<file path="config.mk">
export PLATFORM = sky130hd
export DESIGN_NAME = wspr_type1_tone_encoder
export DESIGN_NICKNAME = d
export VERILOG_FILES = /design/src/rtl/wte_pkg.sv /design/src/rtl/wte_decode.sv /design/src/rtl/wte_fec.sv /design/src/rtl/wspr_type1_tone_encoder.sv
export VERILOG_INCLUDE_DIRS = /design/src /design/src/rtl
export SDC_FILE = /design/constraint.sdc
export NUM_CORES = 1
export LEC_CHECK = 0
export BUFFER_PORTS_ARGS = -buffer_cell sky130_fd_sc_hd__buf_2
export CELL_PAD_IN_SITES_DETAIL_PLACEMENT = 1
export CELL_PAD_IN_SITES_GLOBAL_PLACEMENT = 2
export CORE_MARGIN = 3
export CORE_UTILIZATION = 43
export CTS_CLUSTER_DIAMETER = 150
export CTS_CLUSTER_SIZE = 30
export DETAILED_ROUTE_END_ITERATION = 7
export PLACE_DENSITY_LB_ADDON = 0.1
export SKIP_CTS_REPAIR_TIMING = 1
export SYNTH_ARGS = -nofsm -noshare
export SYNTH_HDL_FRONTEND = slang
export SYNTH_SLANG_ARGS = --single-unit
</file>
<file path="constraint.sdc">
create_clock -name clk_i -period 6.85 [get_ports clk_i]
set_input_delay 1.37 -clock clk_i [delete_from_list [all_inputs] [get_ports clk_i]]
set_output_delay 1.37 -clock clk_i [all_outputs]
set_load 0.01 [all_outputs]
</file>
<file path="src/rtl/wspr_type1_tone_encoder_macros.svh">
// ----------------------------------------------------------------------------
// WSPR type-1 tone encoder assertion macros
// Concurrent assertion wrappers; they compile to nothing under SYNTHESIS.
// ----------------------------------------------------------------------------
`ifndef WSPR_TYPE1_TONE_ENCODER_MACROS_SVH
`define WSPR_TYPE1_TONE_ENCODER_MACROS_SVH
`ifndef SYNTHESIS
// same-cycle implication
`define WTE_ASSERT(lbl, ante, cons) \
  lbl: assert property (@(posedge clk_i) disable iff (!rst_ni) (ante) |-> (cons)) \
    else $error("wte assertion failed");
// next-cycle implication
`define WTE_ASSERT_NEXT(lbl, ante, cons) \
  lbl: assert property (@(posedge clk_i) disable iff (!rst_ni) (ante) |=> (cons)) \
    else $error("wte assertion failed");
`else
`define WTE_ASSERT(lbl, ante, cons)
`define WTE_ASSERT_NEXT(lbl, ante, cons)
`endif
`endif

</file>
<file path="src/rtl/wte_pkg.sv">
// ----------------------------------------------------------------------------
// wte_pkg
// Shared types and constants of the WSPR type-1 tone encoder.
// ----------------------------------------------------------------------------
`timescale 1ns / 1ps

package wte_pkg;

  localparam int NUM_WORDS   = 6;
  localparam int WORD_W      = 64;
  localparam int MSG_W       = 50;
  localparam int NUM_SYMBOLS = 162;

  localparam logic [2:0] LAST_WORD = 3'(NUM_WORDS - 1);

  typedef enum logic [1:0] {
    ST_OK       = 2'd0,
    ST_BAD_CALL = 2'd1,
    ST_BAD_LOC  = 2'd2
  } status_e;

  typedef struct packed {
    logic [47:0]        call_chars;
    logic [3:0]         call_length;
    logic [31:0]        locator_chars;
    logic [3:0]         locator_length;
    logic signed [7:0]  tx_power;
  } in_req_t;

  typedef struct packed {
    logic [WORD_W-1:0]  tone_word;
    logic [2:0]         word_index;
    status_e            status;
    logic               last;
  } out_req_t;

  // per-column codes after alignment and checking
  typedef struct packed {
    logic [5:0] c0;
    logic [5:0] c1;
    logic [3:0] c2;
    logic [4:0] c3;
    logic [4:0] c4;
    logic [4:0] c5;
    logic [4:0] loc_a;
    logic [4:0] loc_b;
    logic [3:0] loc_c;
    logic [3:0] loc_d;
    logic [5:0] power;
    status_e    status;
  } dec_t;

endpackage

</file>
<file path="src/rtl/wte_decode.sv">
// ----------------------------------------------------------------------------
// wte_decode
// Callsign alignment and column coding, locator checks, power rounding.
// ----------------------------------------------------------------------------
`timescale 1ns / 1ps

module wte_decode (
  input  wte_pkg::in_req_t req_i,
  output wte_pkg::dec_t    dec_o
);

  function automatic logic [7:0] upcase(input logic [7:0] ch);
    return (ch >= "a" && ch <= "z") ? ch - 8'd32 : ch;
  endfunction

  function automatic logic is_dig(input logic [7:0] ch);
    return ch >= "0" && ch <= "9";
  endfunction

  function automatic logic is_alpha(input logic [7:0] ch);
    return ch >= "A" && ch <= "Z";
  endfunction

  // {ok, code}: digits 0..9, letters 10..35, space 36 if allowed
  function automatic logic [6:0] code_alnum(input logic [7:0] ch, input logic sp_ok);
    logic [7:0] v;
    v = 8'd0;
    if (is_dig(ch)) begin
      v = ch - "0";
      return {1'b1, v[5:0]};
    end
    if (is_alpha(ch)) begin
      v = ch - "A" + 8'd10;
      return {1'b1, v[5:0]};
    end
    if (sp_ok && ch == " ") begin
      return {1'b1, 6'd36};
    end
    return 7'd0;
  endfunction

  // {ok, code}: letters 0..25, space 26
  function automatic logic [5:0] code_letter(input logic [7:0] ch);
    logic [7:0] v;
    v = ch - "A";
    if (is_alpha(ch)) begin
      return {1'b1, v[4:0]};
    end
    if (ch == " ") begin
      return {1'b1, 5'd26};
    end
    return 6'd0;
  endfunction

  logic [7:0] t [6];
  logic [7:0] col [6];
  logic       shift, len_ok, call_bad, loc_bad;
  logic [6:0] k0, k1;
  logic [5:0] k3, k4, k5;
  logic [7:0] la, lb, lc, ld;
  logic [7:0] d2;
  logic [5:0] pclamp, prem, pw;

  always_comb begin
    for (int i = 0; i < 6; i++) begin
      t[i] = (4'(i) < req_i.call_length) ? upcase(req_i.call_chars[47 - 8*i -: 8]) : " ";
    end
    len_ok = (req_i.call_length >= 4'd3) && (req_i.call_length <= 4'd6);
    // a callsign without a digit in the third column moves right by one
    shift  = !is_dig(t[2]);
    col[0] = shift ? " " : t[0];
    for (int i = 1; i < 6; i++) begin
      col[i] = shift ? t[i-1] : t[i];
    end
    k0 = code_alnum(col[0], 1'b1);
    k1 = code_alnum(col[1], 1'b0);
    k3 = code_letter(col[3]);
    k4 = code_letter(col[4]);
    k5 = code_letter(col[5]);
    d2 = col[2] - "0";
    call_bad = !len_ok || (shift && req_i.call_length == 4'd6) || !is_dig(col[2]) ||
               !k0[6] || !k1[6] || !k3[5] || !k4[5] || !k5[5];

    la = upcase(req_i.locator_chars[31:24]) - "A";
    lb = upcase(req_i.locator_chars[23:16]) - "A";
    lc = req_i.locator_chars[15:8] - "0";
    ld = req_i.locator_chars[7:0] - "0";
    loc_bad = (req_i.locator_length != 4'd4) || (la > 8'd17) || (lb > 8'd17) ||
              (lc > 8'd9) || (ld > 8'd9);

    if ($signed(req_i.tx_power) < 8'sd0) begin
      pclamp = 6'd0;
    end else if ($signed(req_i.tx_power) > 8'sd60) begin
      pclamp = 6'd60;
    end else begin
      pclamp = req_i.tx_power[5:0];
    end
    // remainder by ten: at most six subtractions for 0..60
    prem = pclamp;
    for (int i = 0; i < 6; i++) begin
      if (prem >= 6'd10) begin
        prem = prem - 6'd10;
      end
    end
    // round to an ending of 0, 3 or 7
    case (prem) inside
      6'd1, 6'd4, 6'd8: pw = pclamp - 6'd1;
      6'd2, 6'd6, 6'd9: pw = pclamp + 6'd1;
      6'd5:             pw = pclamp + 6'd2;
      default:          pw = pclamp;
    endcase

    dec_o.c0     = k0[5:0];
    dec_o.c1     = k1[5:0];
    dec_o.c2     = d2[3:0];
    dec_o.c3     = k3[4:0];
    dec_o.c4     = k4[4:0];
    dec_o.c5     = k5[4:0];
    dec_o.loc_a  = la[4:0];
    dec_o.loc_b  = lb[4:0];
    dec_o.loc_c  = lc[3:0];
    dec_o.loc_d  = ld[3:0];
    dec_o.power  = pw;
    dec_o.status = call_bad ? wte_pkg::ST_BAD_CALL :
                   loc_bad  ? wte_pkg::ST_BAD_LOC  : wte_pkg::ST_OK;
  end

endmodule

</file>
<file path="src/rtl/wte_fec.sv">
// ----------------------------------------------------------------------------
// wte_fec
// K=32 rate-1/2 convolutional code, bit-reverse interleave, sync merge.
// ----------------------------------------------------------------------------
`timescale 1ns / 1ps

module wte_fec (
  input  logic [wte_pkg::MSG_W-1:0]                          msg_i,
  output logic [wte_pkg::NUM_WORDS-1:0][wte_pkg::WORD_W-1:0] words_o
);

  localparam int NSYM  = wte_pkg::NUM_SYMBOLS;
  localparam int NSTEP = NSYM / 2;
  localparam int TPW   = wte_pkg::WORD_W / 2;

  localparam logic [31:0] POLY_A = 32'hF2D05351;
  localparam logic [31:0] POLY_B = 32'hE4613C47;

  // sync bit of symbol s at index s
  localparam logic [0:NSYM-1] SYNC = {
    20'b11000000100011100010, 20'b01011110000000100101,
    20'b00000010110011010001, 20'b10100001101010101001,
    20'b00101100011010100010, 20'b00001001001110110011,
    20'b01000111000001010011, 20'b00000001101011000110,
    2'b00
  };

  logic [NSTEP-1:0] stream;
  logic [NSYM-1:0]  code, ilv;

  always_comb begin
    logic       pa, pb;
    logic [7:0] ib, r;
    int         k;
    // message bits, first bit first, then the zero tail
    for (int j = 0; j < NSTEP; j++) begin
      stream[j] = (j < wte_pkg::MSG_W) ? msg_i[wte_pkg::MSG_W - 1 - j] : 1'b0;
    end
    for (int i = 0; i < NSTEP; i++) begin
      pa = 1'b0;
      pb = 1'b0;
      for (int t = 0; t < 32; t++) begin
        if (i >= t) begin
          pa = pa ^ (POLY_A[t] & stream[i-t]);
          pb = pb ^ (POLY_B[t] & stream[i-t]);
        end
      end
      code[2*i]   = pa;
      code[2*i+1] = pb;
    end
    // fixed permutation: code bit k goes to the k-th bit-reversed address below NSYM
    ilv = '0;
    k   = 0;
    for (int i = 0; i < 256; i++) begin
      ib = 8'(i);
      for (int j = 0; j < 8; j++) begin
        r[7-j] = ib[j];
      end
      if (r < 8'(NSYM)) begin
        ilv[r] = code[k];
        k = k + 1;
      end
    end
    words_o = '0;
    for (int s = 0; s < NSYM; s++) begin
      words_o[s / TPW][2*(s % TPW) +: 2] = {ilv[s], SYNC[s]};
    end
  end

endmodule

</file>
<file path="src/rtl/wspr_type1_tone_encoder.sv">
// ----------------------------------------------------------------------------
// wspr_type1_tone_encoder
// Path: an accepted request is registered in S1, S2, S3 and S4 in turn, and its first word in S5.
// Throughput: one tone word per cycle while out_stall_i is low; six words per
//   valid message, one word per rejected message, set by the word serializer ahead of the output.
// Reset: rst_ni async active low clears all stage valids and the word counter.
// ----------------------------------------------------------------------------
`timescale 1ns / 1ps
`include "wspr_type1_tone_encoder_macros.svh"

module wspr_type1_tone_encoder (
  input  logic              clk_i,
  input  logic              rst_ni,
  input  logic              in_valid_i,
  output logic              in_stall_o,
  input  wte_pkg::in_req_t  in_req_i,
  output logic              out_valid_o,
  input  logic              out_stall_i,
  output wte_pkg::out_req_t out_req_o
);

  // Pipeline:
  //   S1  character decode, column codes, checks, power rounding
  //   S2  partial packs: callsign head/tail, locator row/column
  //   S3  final packs (one constant multiply each), 50-bit message
  //   S4  convolutional code + interleave + sync -> six tone words, serializer
  //   S5  output register
  // Each stage moves when the one after it can take its request. S4 frees only
  // when its last word goes into S5, so the front stages fill up behind it.

  typedef logic [wte_pkg::NUM_WORDS-1:0][wte_pkg::WORD_W-1:0] words_t;

  // ---- S1 ----
  wte_pkg::dec_t dec_d, dec_q;
  logic          v1_q;

  wte_decode u_decode (
    .req_i (in_req_i),
    .dec_o (dec_d)
  );

  // ---- S2 ----
  logic [13:0]      hi_d, hi_q;
  logic [14:0]      lo_d, lo_q;
  logic [7:0]       row_d, row_q, col_d, col_q;
  logic [5:0]       pw2_q;
  wte_pkg::status_e st2_q;
  logic             v2_q;

  // ---- S3 ----
  logic [27:0]               n1_d;
  logic [14:0]               ng_d;
  logic [wte_pkg::MSG_W-1:0] msg_d, msg_q;
  wte_pkg::status_e          st3_q;
  logic                      v3_q;

  // ---- S4 ----
  words_t           words_d, words_q;
  wte_pkg::status_e st4_q;
  logic [2:0]       cnt_d, cnt_q;
  logic             v4_q;

  // ---- S5 ----
  wte_pkg::out_req_t out_d, out_q;
  logic              ov_q;

  // ---- flow control ----
  logic o_rdy, pop4, last4, free4, rdy3, rdy2, rdy1;

  assign o_rdy = !ov_q || !out_stall_i;
  assign pop4  = v4_q && o_rdy;
  assign last4 = (st4_q != wte_pkg::ST_OK) || (cnt_q == wte_pkg::LAST_WORD);
  assign free4 = !v4_q || (o_rdy && last4);
  assign rdy3  = !v3_q || free4;
  assign rdy2  = !v2_q || rdy3;
  assign rdy1  = !v1_q || rdy2;

  assign in_stall_o = !rdy1;

  // S2: head = (c0*36 + c1)*10 + c2, tail = c3*729 + c4*27 + c5
  assign hi_d  = (14'(dec_q.c0) * 14'd36 + 14'(dec_q.c1)) * 14'd10 + 14'(dec_q.c2);
  assign lo_d  = 15'(dec_q.c3) * 15'd729 + 15'(dec_q.c4) * 15'd27 + 15'(dec_q.c5);
  assign row_d = 8'd179 - 8'(dec_q.loc_a) * 8'd10 - 8'(dec_q.loc_c);
  assign col_d = 8'(dec_q.loc_b) * 8'd10 + 8'(dec_q.loc_d);

  // S3: callsign = head*27^3 + tail; grid = row*180 + column.
  // Power+64 sits below 128, so the 22-bit field is just {grid, 1, power}.
  assign n1_d  = 28'(hi_q) * 28'd19683 + 28'(lo_q);
  assign ng_d  = 15'(row_q) * 15'd180 + 15'(col_q);
  assign msg_d = {n1_d, ng_d, 1'b1, pw2_q};

  wte_fec u_fec (
    .msg_i   (msg_q),
    .words_o (words_d)
  );

  // S4 word counter: restart on load, step on each word handed on
  always_comb begin
    cnt_d = cnt_q;
    if (free4) begin
      cnt_d = 3'd0;
    end else if (pop4) begin
      cnt_d = cnt_q + 3'd1;
    end
  end

  // rejected messages give one all-zero word with the error status
  always_comb begin
    out_d.status = st4_q;
    out_d.last   = last4;
    if (st4_q == wte_pkg::ST_OK) begin
      out_d.tone_word  = words_q[cnt_q];
      out_d.word_index = cnt_q;
    end else begin
      out_d.tone_word  = '0;
      out_d.word_index = 3'd0;
    end
  end

  // control state
  always_ff @(posedge clk_i or negedge rst_ni) begin
    if (!rst_ni) begin
      v1_q  <= 1'b0;
      v2_q  <= 1'b0;
      v3_q  <= 1'b0;
      v4_q  <= 1'b0;
      ov_q  <= 1'b0;
      cnt_q <= 3'd0;
    end else begin
      if (rdy1) begin
        v1_q <= in_valid_i;
      end
      if (rdy2) begin
        v2_q <= v1_q;
      end
      if (rdy3) begin
        v3_q <= v2_q;
      end
      if (free4) begin
        v4_q <= v3_q;
      end
      if (o_rdy) begin
        ov_q <= pop4;
      end
      cnt_q <= cnt_d;
    end
  end

  // payload
  always_ff @(posedge clk_i) begin
    if (rdy1) begin
      dec_q <= dec_d;
    end
    if (rdy2) begin
      hi_q  <= hi_d;
      lo_q  <= lo_d;
      row_q <= row_d;
      col_q <= col_d;
      pw2_q <= dec_q.power;
      st2_q <= dec_q.status;
    end
    if (rdy3) begin
      msg_q <= msg_d;
      st3_q <= st2_q;
    end
    if (free4) begin
      words_q <= words_d;
      st4_q   <= st3_q;
    end
    if (o_rdy) begin
      out_q <= out_d;
    end
  end

  assign out_valid_o = ov_q;
  assign out_req_o   = out_q;

  // ---- assertions ----
  // an error message yields one cleared, final word
  `WTE_ASSERT(a_err_single, out_valid_o && out_req_o.status != wte_pkg::ST_OK, out_req_o.last && out_req_o.word_index == 3'd0 && out_req_o.tone_word == '0)
  // a good message ends on word five and only there
  `WTE_ASSERT(a_ok_last, out_valid_o && out_req_o.status == wte_pkg::ST_OK, out_req_o.last == (out_req_o.word_index == wte_pkg::LAST_WORD))
  // words of one message follow without a gap
  `WTE_ASSERT_NEXT(a_word_step, out_valid_o && !out_stall_i && !out_req_o.last, out_valid_o && out_req_o.word_index == $past(out_req_o.word_index) + 3'd1)

endmodule
</file>
==> summary.md <==
| Metric | Value |
|---|---|
| Yosys reg bits | `385` |
| Core footprint | `73,100 um2` |
| Chip Width | `278 um` |
| M1 GR Usage | `27.5%` |
| EDFF count, synth | `377` |
| Clock tree buffer depth | `3` |
| Worst rel slew slack | `between 20% and 30%` |
| Area grow syn2layout | `7.27%` |
| CP most frequent cell | `fa_1` |
| Grt ovf | `0` |
| Worst Skew | `0.0271 ns` |
| Tot GR Track Use | `21.7%` |
| Mean post-synth cell area | `~11 um2` |
| Clock transition at the registers of the reported paths | `0.12 ns` |
| DP HPWL | `67,900 um` |
| First-pass GRT wire length | `133,000 um` |
| Routability cong. | `0.887` |
| Synth Flop Type | `edfxtp_1` |
| Status | `completed` |
| Synth async-reset ratio | `2.08%` |
| DRT iter0 DRCs | `about 890` |
| Die height | `278 um` |
| Max Freq | `around 160 MHz` |
| Syn Nets | `3,406` |
| CP max stage cell | `fa_1` |
| Layout Nets | `3,518` |
| Num CTS Buffers | `16` |
| TritonCTS clock tree | `yes` |
| GR Util met2 | `40.6%` |
| CP startpoint | `hi_q[2]$_DFFE_PP_` |
| Actual slew at the worst max-slew pin | `1.17 ns` |
| CP Launch Type | `flop` |
| Post-DRT Antenna Nets | `0` |
| Hold WC Path Type | `flop to flop` |
| GRT busiest layer | `met2` |
| Vias in the first global route | `23,100` |
| RR Startpoint | `hi_q[2]$_DFFE_PP_` |
| Fillers | `7,979` |
| DR vias/cell | `roughly 5.2` |
| Mapped cell area | `31,800 um2` |
| Min cycle time layout | `6.33 ns` |
| Root buf cell | `clkbuf_16` |
| Detailed Route WL | `84,200 um` |
| CP Capture Type | `flop` |
| IO Pins | `roughly 170` |
| Final Hold Fails | `0` |
| Final Slew Violations | `0` |
| Routed via count | `about 21,000` |
| Setup TNS | `0 ns` |
| M3 GR Usage | `1.37%` |
| Largest net degree at the start of global routing | `157` |
| Initial cell density of the core | `around 44%` |
| Sink Count | `385` |
| Max incr delay on CP | `0.59 ns` |
| Unrepaired setup endpoints after global routing | `no` |
| # rows | `between 90 and 100` |
| DRC Markers | `0` |
| Layout Cells excl Fill | `around 4,000` |
| Htree depth | `1` |
| Final number of setup-violating endpoints | `0` |
| Clk_lat worst skew | `~0.55 ns` |
| Worst-path cell chain | `fa_1 > inv_1 > fa_1 > fa_1 > fa_1 > fa_1 > fa_1 > inv_1 > ha_1 > nor3_1 > o21ai_0 > o21ai_0 > a311oi_1 > a31oi_1 > a21oi_1 > nand4_1 > a31oi_1 > a21oi_1 > o21ai_0 > xor2_1` |
| Crit path max fanout | `6` |
| Maximum capacitance violations | `0` |
| Setup CP Type | `flop to flop` |
| Placed Cells incl. Taps | `3,932` |
| Unique masters post-synth | `86` |
| Post-Synthesis Cells | `2,879` |
| FF/Latch Area | `11,500 um2` |
| Antenna violations before repair | `0` |
| DR pass1 iterations | `4` |
| HP Start | `col_q[0]$_DFFE_PP_` |
| Worst EP required | `7.16 ns` |
| Area occupied by multi-input gates | `18,700 um2` |
| Share of layout cells above drive strength 1 | `around a tenth` |
| Ant. Diodes | `0` |
| Final period util | `approximately 90%` |
| Sequential-to-total area share from yosys stat | `approximately 36%` |
| Ys Warns | `0` |
| CP Data Arrival Time | `6.64 ns` |
| Port bufs | `170` |
| Die area | `77,300 um2` |
| Post-DR wirelength/cell | `between 20 and 25 um` |
[through the flow]
stage	utilization, %	worst slack [ns]	hold slack, ns	area [um2]
final	46.7	0.523	0.425	34100
after global routing	46.7	0.0646	0.446	34100
after CTS	46.7	0.473	0.430	34100
after detailed placement	46.1	0.478	0.406	33700
after global placement	46.1	0.642	0.402	33700
after floorplan	-	0.190	0.400	31800
[worst max-delay path, delay by kind of cell, from the launching register on]
kind / cells / cell delay (ns)
AO/OA/AOI/OAI: 8 / 1.61
XOR/XNOR: 1 / 0.10
adder cells (fa/ha/maj): 7 / 3.48
buffers and inverters: 2 / 0.09
flip-flops: 1 / 0.57
AND/OR/NAND/NOR: 2 / 0.25
[final timing paths]
check | end | slack (ns) | depth (start not counted)
min | msg_q[7]$_DFFE_PP_ | 0.43 | 0
max | msg_q[48]$_DFFE_PP_ | 0.52 | 20
min reg2reg | msg_q[7]$_DFFE_PP_ | 0.43 | 0
min in group asynchronous | v2_q$_DFFE_PN0P_ | 0.63 | 1
max in group asynchronous | cnt_q[0]$_DFFE_PN0P_ | 6.02 | 1
max reg2reg | msg_q[48]$_DFFE_PP_ | 0.52 | 20
[flip-flops by register name, summed over array words and instances, names as in the netlist, 8 cells and up]
register and flops:
lo_q 15, words_q 158, msg_q 49, col_q 8, dec_q 57, out_req_o 56, row_q 8, hi_q 14
[cells in the mapped netlist, types with 20 or more instances]
library cell / n / area [um2]
nor2_1: 98 / 368
nand2_1: 106 / 398
a21o_1: 27 / 203
edfxtp_1: 377 / 11300
xor2_1: 200 / 1750
nand2b_1: 20 / 125
o21ai_0: 83 / 415
a22o_1: 30 / 263
nor3_1: 35 / 175
clkbuf_1: 65 / 244
inv_1: 304 / 1140
mux4_2: 30 / 676
xnor2_1: 602 / 5270
ha_1: 312 / 3900
fa_1: 115 / 2300
a21oi_1: 115 / 576
nand3_1: 55 / 275
[cell usage in the layout, fill, tap and decap left out, drive strengths merged, types with 7 or more instances in the layout]
cell type  instances
nand3             55
dfrtp              8
o31ai              8
nand4             12
and2              11
a21oi            117
o21a              13
mux4              30
nand2            106
xnor2            602
nor3              37
o21ai             87
o211ai             7
mux2i              7
ha               312
or3                7
edfxtp           377
nand2b            20
a21o              27
clkbuf            22
nor2b             13
or2               19
inv              303
xor2             200
a31oi             18
a22o              30
fa               115
o22ai              9
nor2              98
nor3b              8
o21bai            14
buf              202
and3              12
[logic make-up after synthesis]
group                      synth area share [%]
AOI/OAI and AO/OA                          8.13
xor gates and xnor gates                   22.1
adders and majority gates                  19.5
buffers and inverters                      5.15
other                                    0.0118
and+or+nand+nor                            6.48
DFF                                        36.2
muxes                                      2.42
[area by class of cell]
class	count	share of cell area (%)
multi-input cells	2081	54.8
flip-flops and latches	385	33.8
well taps	959	3.52
inverters	305	3.37
repair buffers	202	3.23
clock buffers	22	1.30
clock inverters	2	0.0257
[per-layer routing]
layer	part of all wire, %	wire length (um)	up-vias
met2	52	43600	286
li1	-	-	9982
met4	2.5	2110	0
met5	0	0	-
met1	43	36600	10300
met3	2.2	1830	83
Power is left out: the tool's default activity adds up to more than one toggle a clock period on the data nets, which glitch-free logic cannot reach.
